<file path="src/sv/tac_pkg.sv">
package tac_pkg;

   localparam int CSR_ADDR_W = 3;
   localparam int CSR_DATA_W = 32;

   localparam logic REG_TIMEOUT  = 1'b0;
   localparam logic REG_DEADTIME = 1'b1;

   localparam logic [15:0] TIMEOUT_MIN    = 16'd500;
   localparam logic [15:0] TIMEOUT_RESET  = 16'd5000;
   localparam logic [8:0]  DEADTIME_MAX   = 9'd500;
   localparam logic [8:0]  DEADTIME_RESET = 9'd50;

   localparam logic [2:0] POS_HIDDEN    = 3'd0;
   localparam logic [2:0] POS_SHOWN     = 3'd1;
   localparam logic [2:0] POS_MOVE_SHOW = 3'd2;
   localparam logic [2:0] POS_MOVE_HIDE = 3'd3;
   localparam logic [2:0] POS_STOPPED   = 3'd4;
   localparam logic [2:0] POS_ERROR     = 3'd5;

   typedef enum logic [1:0] {
      FUNC_TICK = 2'd0,
      FUNC_SHOW = 2'd1,
      FUNC_HIDE = 2'd2,
      FUNC_STOP = 2'd3
   } func_type;

   typedef enum logic [5:0] {
      MODE_HIDDEN    = 6'b000001,
      MODE_SHOWN     = 6'b000010,
      MODE_MOVE_SHOW = 6'b000100,
      MODE_MOVE_HIDE = 6'b001000,
      MODE_STOPPED   = 6'b010000,
      MODE_ERROR     = 6'b100000
   } mode_type;

   typedef struct packed {
      logic [15:0] timeout_ms;
      logic [8:0]  deadtime_ms;
   } cfg_type;

   typedef struct packed {
      logic       show_relay;
      logic       hide_relay;
      logic [2:0] position_state;
      logic       move_pending;
   } result_type;

   function automatic logic [2:0] mode_code(mode_type m);
      case (m)
         MODE_HIDDEN:    return POS_HIDDEN;
         MODE_SHOWN:     return POS_SHOWN;
         MODE_MOVE_SHOW: return POS_MOVE_SHOW;
         MODE_MOVE_HIDE: return POS_MOVE_HIDE;
         MODE_STOPPED:   return POS_STOPPED;
         default:        return POS_ERROR;
      endcase
   endfunction

endpackage

</file>
<file path="src/sv/two_way_actuator_controller.sv">
// Controller for a two-direction actuator with a show relay, a hide relay and two end sensors.
// Each request transaction carries a function code (tick, show, hide or stop) together with
// both sensor levels, and produces exactly one response transaction holding the relay drive
// levels, the position state and the pending-move flag as they stand after that request.
// Timeout and dead time are set through the APB-style port: timeout at address 0, dead time
// at address 4; they should only be written while no transaction is in flight.
// A request is captured in an input register at the edge that accepts it and is executed once
// the response register is free or being taken; then the state registers and the response
// register are loaded together, so a response passes through the input register and then the
// response register. One request is taken every cycle while responses are not stalled; the
// throughput is set by the single state update per cycle. The response register frees the
// request side: while a response waits, the next request is still captured, and only when the
// response stalls with a request already held does req_ready fall. Reset sets mode hidden,
// relays off, no move pending, timeout 5000 ticks, dead time 50 ticks and no response valid.
module two_way_actuator_controller
   import tac_pkg::*;
(
   input  logic                  clock,
   input  logic                  reset,
   input  logic                  req_valid,
   output logic                  req_ready,
   input  logic [1:0]            req_func,
   input  logic                  req_sensor_shown,
   input  logic                  req_sensor_hidden,
   output logic                  rsp_valid,
   input  logic                  rsp_ready,
   output logic                  rsp_show_relay,
   output logic                  rsp_hide_relay,
   output logic [2:0]            rsp_position_state,
   output logic                  rsp_move_pending,
   input  logic                  csr_psel,
   input  logic                  csr_penable,
   input  logic                  csr_pwrite,
   input  logic [CSR_ADDR_W-1:0] csr_paddr,
   input  logic [CSR_DATA_W-1:0] csr_pwdata,
   output logic [CSR_DATA_W-1:0] csr_prdata,
   output logic                  csr_pready
);

   cfg_type    cfg;
   result_type result;
   result_type rsp_ff;
   logic       in_valid_ff;
   logic       in_valid_in;
   logic [1:0] in_func_ff;
   logic       in_shown_ff;
   logic       in_hidden_ff;
   logic       rsp_valid_ff;
   logic       rsp_valid_in;
   logic       exec;
   logic       req_fire;

   assign exec         = in_valid_ff & (~rsp_valid_ff | rsp_ready);
   assign req_ready    = ~in_valid_ff | exec;
   assign req_fire     = req_valid & req_ready;
   assign in_valid_in  = req_fire | (in_valid_ff & ~exec);
   assign rsp_valid_in = exec | (rsp_valid_ff & ~rsp_ready);

   always_ff @(posedge clock) begin
      if (reset) begin
         in_valid_ff  <= 1'b0;
         rsp_valid_ff <= 1'b0;
      end else begin
         in_valid_ff  <= in_valid_in;
         rsp_valid_ff <= rsp_valid_in;
      end
   end

   always_ff @(posedge clock) begin
      if (req_fire) begin
         in_func_ff   <= req_func;
         in_shown_ff  <= req_sensor_shown;
         in_hidden_ff <= req_sensor_hidden;
      end
      if (exec) begin
         rsp_ff <= result;
      end
   end

   tac_csr u_csr (
      .clock       (clock),
      .reset       (reset),
      .csr_psel    (csr_psel),
      .csr_penable (csr_penable),
      .csr_pwrite  (csr_pwrite),
      .csr_paddr   (csr_paddr),
      .csr_pwdata  (csr_pwdata),
      .csr_prdata  (csr_prdata),
      .csr_pready  (csr_pready),
      .cfg         (cfg)
   );

   tac_core u_core (
      .clock         (clock),
      .reset         (reset),
      .exec          (exec),
      .func          (func_type'(in_func_ff)),
      .sensor_shown  (in_shown_ff),
      .sensor_hidden (in_hidden_ff),
      .cfg           (cfg),
      .result        (result)
   );

   assign rsp_valid          = rsp_valid_ff;
   assign rsp_show_relay     = rsp_ff.show_relay;
   assign rsp_hide_relay     = rsp_ff.hide_relay;
   assign rsp_position_state = rsp_ff.position_state;
   assign rsp_move_pending   = rsp_ff.move_pending;

endmodule

</file>
<file path="src/sv/tac_csr.sv">
module tac_csr
   import tac_pkg::*;
(
   input  logic                  clock,
   input  logic                  reset,
   input  logic                  csr_psel,
   input  logic                  csr_penable,
   input  logic                  csr_pwrite,
   input  logic [CSR_ADDR_W-1:0] csr_paddr,
   input  logic [CSR_DATA_W-1:0] csr_pwdata,
   output logic [CSR_DATA_W-1:0] csr_prdata,
   output logic                  csr_pready,
   output cfg_type               cfg
);

   logic [15:0] timeout_ff;
   logic [15:0] timeout_in;
   logic [8:0]  deadtime_ff;
   logic [8:0]  deadtime_in;
   logic        wr_en;
   logic [15:0] wr_timeout;
   logic [8:0]  wr_deadtime;

   assign csr_pready  = 1'b1;
   assign wr_en       = csr_psel & csr_penable & csr_pwrite;
   assign wr_timeout  = csr_pwdata[15:0];
   assign wr_deadtime = csr_pwdata[8:0];

   always_comb begin
      timeout_in  = timeout_ff;
      deadtime_in = deadtime_ff;
      if (wr_en) begin
         case (csr_paddr[2])
            REG_TIMEOUT: begin
               timeout_in = (wr_timeout < TIMEOUT_MIN) ? TIMEOUT_MIN : wr_timeout;
            end
            REG_DEADTIME: begin
               deadtime_in = (wr_deadtime > DEADTIME_MAX) ? DEADTIME_MAX : wr_deadtime;
            end
            default: begin
               timeout_in = timeout_ff;
            end
         endcase
      end
   end

   always_ff @(posedge clock) begin
      if (reset) begin
         timeout_ff  <= TIMEOUT_RESET;
         deadtime_ff <= DEADTIME_RESET;
      end else begin
         timeout_ff  <= timeout_in;
         deadtime_ff <= deadtime_in;
      end
   end

   always_comb begin
      case (csr_paddr[2])
         REG_TIMEOUT:  csr_prdata = {{(CSR_DATA_W-16){1'b0}}, timeout_ff};
         REG_DEADTIME: csr_prdata = {{(CSR_DATA_W-9){1'b0}}, deadtime_ff};
         default:      csr_prdata = '0;
      endcase
   end

   assign cfg.timeout_ms  = timeout_ff;
   assign cfg.deadtime_ms = deadtime_ff;

endmodule

</file>
<file path="src/sv/tac_core.sv">
module tac_core
   import tac_pkg::*;
(
   input  logic       clock,
   input  logic       reset,
   input  logic       exec,
   input  func_type   func,
   input  logic       sensor_shown,
   input  logic       sensor_hidden,
   input  cfg_type    cfg,
   output result_type result
);

   mode_type    mode_ff;
   mode_type    mode_in;
   logic        pending_ff;
   logic        pending_in;
   logic        toward_shown_ff;
   logic        toward_shown_in;
   logic [9:0]  pending_ticks_ff;
   logic [9:0]  pending_ticks_in;
   logic [16:0] move_ticks_ff;
   logic [16:0] move_ticks_in;
   logic        show_drive_ff;
   logic        show_drive_in;
   logic        hide_drive_ff;
   logic        hide_drive_in;

   always_comb begin
      logic        moving;
      logic        toward;
      logic        at_target;
      logic        at_end;
      logic [9:0]  pt;
      logic [16:0] mt;

      mode_in          = mode_ff;
      pending_in       = pending_ff;
      toward_shown_in  = toward_shown_ff;
      pending_ticks_in = pending_ticks_ff;
      move_ticks_in    = move_ticks_ff;
      show_drive_in    = show_drive_ff;
      hide_drive_in    = hide_drive_ff;

      moving    = (mode_ff inside {MODE_MOVE_SHOW, MODE_MOVE_HIDE});
      toward    = (func == FUNC_SHOW);
      at_target = toward ? sensor_shown : sensor_hidden;
      at_end    = (mode_ff == MODE_MOVE_SHOW) ? sensor_shown : sensor_hidden;
      pt        = (pending_ticks_ff != '1) ? pending_ticks_ff + 10'd1 : pending_ticks_ff;
      mt        = (move_ticks_ff != '1) ? move_ticks_ff + 17'd1 : move_ticks_ff;

      case (func)
         FUNC_TICK: begin
            if (pending_ff) begin
               pending_ticks_in = pt;
               if (pt >= {1'b0, cfg.deadtime_ms}) begin
                  if (toward_shown_ff) begin
                     show_drive_in = 1'b1;
                     mode_in       = MODE_MOVE_SHOW;
                  end else begin
                     hide_drive_in = 1'b1;
                     mode_in       = MODE_MOVE_HIDE;
                  end
                  move_ticks_in = '0;
                  pending_in    = 1'b0;
               end
            end else if (moving) begin
               if (at_end) begin
                  show_drive_in = 1'b0;
                  hide_drive_in = 1'b0;
                  mode_in       = (mode_ff == MODE_MOVE_SHOW) ? MODE_SHOWN : MODE_HIDDEN;
               end else begin
                  move_ticks_in = mt;
                  if (mt > {1'b0, cfg.timeout_ms}) begin
                     show_drive_in = 1'b0;
                     hide_drive_in = 1'b0;
                     mode_in       = MODE_ERROR;
                  end
               end
            end
         end
         FUNC_SHOW, FUNC_HIDE: begin
            if (mode_ff != MODE_ERROR) begin
               if (at_target) begin
                  pending_in    = 1'b0;
                  show_drive_in = 1'b0;
                  hide_drive_in = 1'b0;
                  mode_in       = toward ? MODE_SHOWN : MODE_HIDDEN;
               end else begin
                  if (toward) begin
                     hide_drive_in = 1'b0;
                  end else begin
                     show_drive_in = 1'b0;
                  end
                  pending_in       = 1'b1;
                  toward_shown_in  = toward;
                  pending_ticks_in = '0;
               end
            end
         end
         default: begin
            pending_in    = 1'b0;
            show_drive_in = 1'b0;
            hide_drive_in = 1'b0;
            if (sensor_shown) begin
               mode_in = MODE_SHOWN;
            end else if (sensor_hidden) begin
               mode_in = MODE_HIDDEN;
            end else if (moving || pending_ff) begin
               mode_in = MODE_STOPPED;
            end
         end
      endcase
   end

   always_ff @(posedge clock) begin
      if (reset) begin
         mode_ff          <= MODE_HIDDEN;
         pending_ff       <= 1'b0;
         toward_shown_ff  <= 1'b0;
         pending_ticks_ff <= '0;
         move_ticks_ff    <= '0;
         show_drive_ff    <= 1'b0;
         hide_drive_ff    <= 1'b0;
      end else if (exec) begin
         mode_ff          <= mode_in;
         pending_ff       <= pending_in;
         toward_shown_ff  <= toward_shown_in;
         pending_ticks_ff <= pending_ticks_in;
         move_ticks_ff    <= move_ticks_in;
         show_drive_ff    <= show_drive_in;
         hide_drive_ff    <= hide_drive_in;
      end
   end

   assign result.show_relay     = show_drive_in;
   assign result.hide_relay     = hide_drive_in;
   assign result.position_state = mode_code(mode_in);
   assign result.move_pending   = pending_in;

endmodule

</file>
<file path="config.mk">
export PLATFORM = sky130hd
export DESIGN_NAME = two_way_actuator_controller
export DESIGN_NICKNAME = d
export VERILOG_FILES = /design/src/sv/tac_pkg.sv /design/src/sv/two_way_actuator_controller.sv /design/src/sv/tac_csr.sv /design/src/sv/tac_core.sv
export SDC_FILE = /design/constraint.sdc
export NUM_CORES = 1
export LEC_CHECK = 0
export ABC_AREA = 1
export BUFFER_PORTS_ARGS = -buffer_cell sky130_fd_sc_hd__buf_2
export CAP_MARGIN = 20
export CELL_PAD_IN_SITES_DETAIL_PLACEMENT = 0
export CELL_PAD_IN_SITES_GLOBAL_PLACEMENT = 1
export CORE_ASPECT_RATIO = 1.4
export CORE_MARGIN = 4
export CORE_UTILIZATION = 30
export CTS_BUF_LIST = sky130_fd_sc_hd__clkbuf_4
export CTS_CLUSTER_SIZE = 8
export DETAILED_ROUTE_END_ITERATION = 8
export PLACE_DENSITY_LB_ADDON = 0.1
export SETUP_SLACK_MARGIN = 0.2
export SYNTH_ARGS = -nofsm -noshare
export SYNTH_HDL_FRONTEND = slang
export SYNTH_SLANG_ARGS = --single-unit
</file>
<file path="constraint.sdc">
create_clock -name clock -period 5 [get_ports clock]
set_input_delay 0.5 -clock clock [delete_from_list [all_inputs] [get_ports clock]]
set_output_delay 0.5 -clock clock [all_outputs]
set_load 0.1 [all_outputs]
</file>
==> reports/results.ini <==
[status]
outcome=complete, no violations

[yosys]
ys_seq_area_frac=0.322
synth_top_family_by_area=simple AND/OR/NAND/NOR gates
synthAdderAreaFrac=0.0764
avgSynthCellArea_um2=6.82
synth_ff_type=dfxtp_1
synth_xor_area_frac=0.0336
synth_compound_area_frac=0.156
yosys_warnings=0
syn_area_um2=4910
ys_types=46
ys_ff_latch=74
synthSimpleGateAreaFrac=0.282
syn_inst=720
synth_edf_count=10
synthMuxAreaShare=0.00229
async_flop_share=0

[setup_path]
critical_path.most_common_cell=nand2_1
cpMaxStageDelayCell=dfxtp_1
cp.arrival_ns=4.50
worstPathRequired_ns=5.23
path_class=register to register
worstSetupStartpointType=register
cp_slowest_stage_delay_ns=0.36
crit_path_max_fanout=4
rrSetupSlack_ns=0.73
critPathCaptureType=register

[timing]
rsz0062_at_grt=false
worst_slew_pin_slew_ns=0.937
fin_skew_ns=0.0234
hold_viol=0
max_freq_mhz=234
setup_tns_ns=0
maxSlewViolCount=0
setup_ws_ns=0.731
setup_viol=0
period_minus_slack_ns=4.27
period_share=0.854
max_slew_margin=0.373

[floorplan]
dieArea_um2=18500
dieWidth_um=116
chipHeight_um=159
core_um2=16100
row_count=55
initial_utilization=0.305
pin_count=87

[layout]
nets=839
syn2layout_area_growth_pct=10.3
final_layout_size_suffix_gt1_frac=0.142
fill_cells=1822
post-route-util=0.337
final_cells=968

[power_and_ir_drop]
fin_total_pwr_mw=1.32
cellPowerDensity_nw_per_um2=243
total_leakage_power_nw=2.54
ir_drop_v=0.0000959

[placed_design]
dpl.hpwl_um=10600
pre_cts_slack_ns=0.670
globalplace.congestion=0.836
dpl.cell_count=951
portBuffers=51

[routing]
postRouteAntennaNets=0
vias=4498
drt-pass1-iter-count=4
drt_iter0_drc=201
wirelength_um=14000
drc=0
wl_per_cell_um=14.4
viasPerCell=4.65

[cts]
clkSinkCount=74
post_cts_buffers=0
clock_path_buffers=2
clock_latency_ns=0.46
cts_max_level=3
cts_resized=0
cts_tree=yes
root_buffer=clkbuf_4
ctsHoldBuffers=0
clkTransAtPathRegs_ns=0.14
cts_buffers=9

[grt]
grt.overflow.total=0
grt_pass1_wl_um=22600
gr-usage-met2=0.281
use_met3=0.0304
grt_max_degree=53
grt_usage=0.157
grt.busiest_layer=met2
gr-usage-met1=0.184
first_global_vias=4403
grt_antenna_before_repair=1

[flow_run]
maxCapViolCount=0

[hold_path]
hold_path_class=primary input to register

layout by cell type, fill, tap and decap left out, types with 7 or more instances in the layout:
master    Yosys  routed
ha_1         30      30
xor2_1       12      12
buf_2         3      51
a211oi_1     12      12
nand2_1     188     188
clkbuf_4      0       9
edfxtp_1     10      10
dfxtp_1      64      64
inv_2         7       7
a21oi_1      63      63
nor2_2        8       8
inv_1       101     101
o21ai_0      29      29
nor2_1       56      56
conb_1        2      17
nand3_1      28      28
registers in the layout, indices dropped and copies added (netlist names), 2 cells and up:
| name | flops |
|---|---|
| u_csr.timeout_ff | 16 |
| u_core.move_ticks_ff | 17 |
| u_core.mode_ff | 6 |
| u_core.pending_ticks_ff | 10 |
| rsp_position_state | 3 |
| in_func_ff | 2 |
| u_csr.deadtime_ff | 9 |
final timing paths:
| check | from | to | cells after the start |
|---|---|---|---|
| worst min-delay path | req_sensor_shown | in_shown_ff$_DFFE_PP_ | 1 |
| worst max-delay path | u_core.move_ticks_ff[0]$_SDFFE_PP0P_ | rsp_position_state[2]$_DFFE_PP_ | 30 |
| worst min register to register | in_valid_ff$_SDFF_PP0_ | rsp_valid$_SDFF_PP0_ | 2 |
| worst max register to register | u_core.move_ticks_ff[0]$_SDFFE_PP0P_ | rsp_position_state[2]$_DFFE_PP_ | 30 |
area by class of cell:
| class | count | area [um^2] | area share |
|---|---|---|---|
| Antenna cell | 1 | 2.50 | 0.000462 |
| Clock buffer | 9 | 67.6 | 0.0125 |
| Clock inverter | 7 | 60.1 | 0.0111 |
| Inverter | 110 | 413 | 0.0762 |
| Multi-Input combinational cell | 514 | 2770 | 0.511 |
| Sequential cell | 74 | 1580 | 0.292 |
| Tap cell | 199 | 249 | 0.0459 |
| Timing Repair Buffer | 54 | 278 | 0.0512 |
through the flow:
| stage | hold WS, ns | area (um^2) |
|---|---|---|
| after floorplan | 0.443 | 4970 |
| after global placement | 0.454 | 5290 |
| after detailed placement | 0.468 | 5290 |
| after CTS | 0.156 | 5420 |
| after global routing | 0.155 | 5420 |
| final | 0.214 | 5420 |
metal layers:
metal / vias up / wire (um)
met4: 0 / 236
met5: - / 0
li1: 2374 / -
met1: 2051 / 5950
met2: 54 / 7380
met3: 19 / 389
worst max-delay path, delay by kind of cell (launching register included):
kind / cells / cell delay, ns
AND/OR/NAND/NOR: 22 / 2.46
adder cells (fa/ha/maj): 2 / 0.46
flip-flops: 1 / 0.36
AO/OA/AOI/OAI: 2 / 0.36
buffers and inverters: 3 / 0.23
XOR/XNOR: 1 / 0.19
synth_stat cells, types with 7 or more instances:
cell type / number / area, um^2
a21oi_1: 63 / 315
dfxtp_1: 64 / 1280
nand3_1: 28 / 140
nand2_1: 188 / 706
inv_1: 101 / 379
inv_2: 7 / 26.3
buf_4: 17 / 128
ha_1: 30 / 375
a211oi_1: 12 / 90.1
nor2_1: 56 / 210
o21ai_0: 29 / 145
clkbuf_1: 16 / 60.1
nor2_2: 8 / 50.1
edfxtp_1: 10 / 300
xor2_1: 12 / 105
power breakdown:
group          internal [mW]  switching (mW)
Clock                  0.147           0.241
Sequential             0.622          0.0141
Combinational         0.0547           0.237
Total                  0.824           0.491
logic make-up after synthesis:
kind of cell,count (synthesis)
compound gates,132
xor+xnor,18
fa+ha+maj,30
buf+inv,147
flops,74
mux,1
other cells,2
simple gates,316
(Power assumes the default switching activity.)
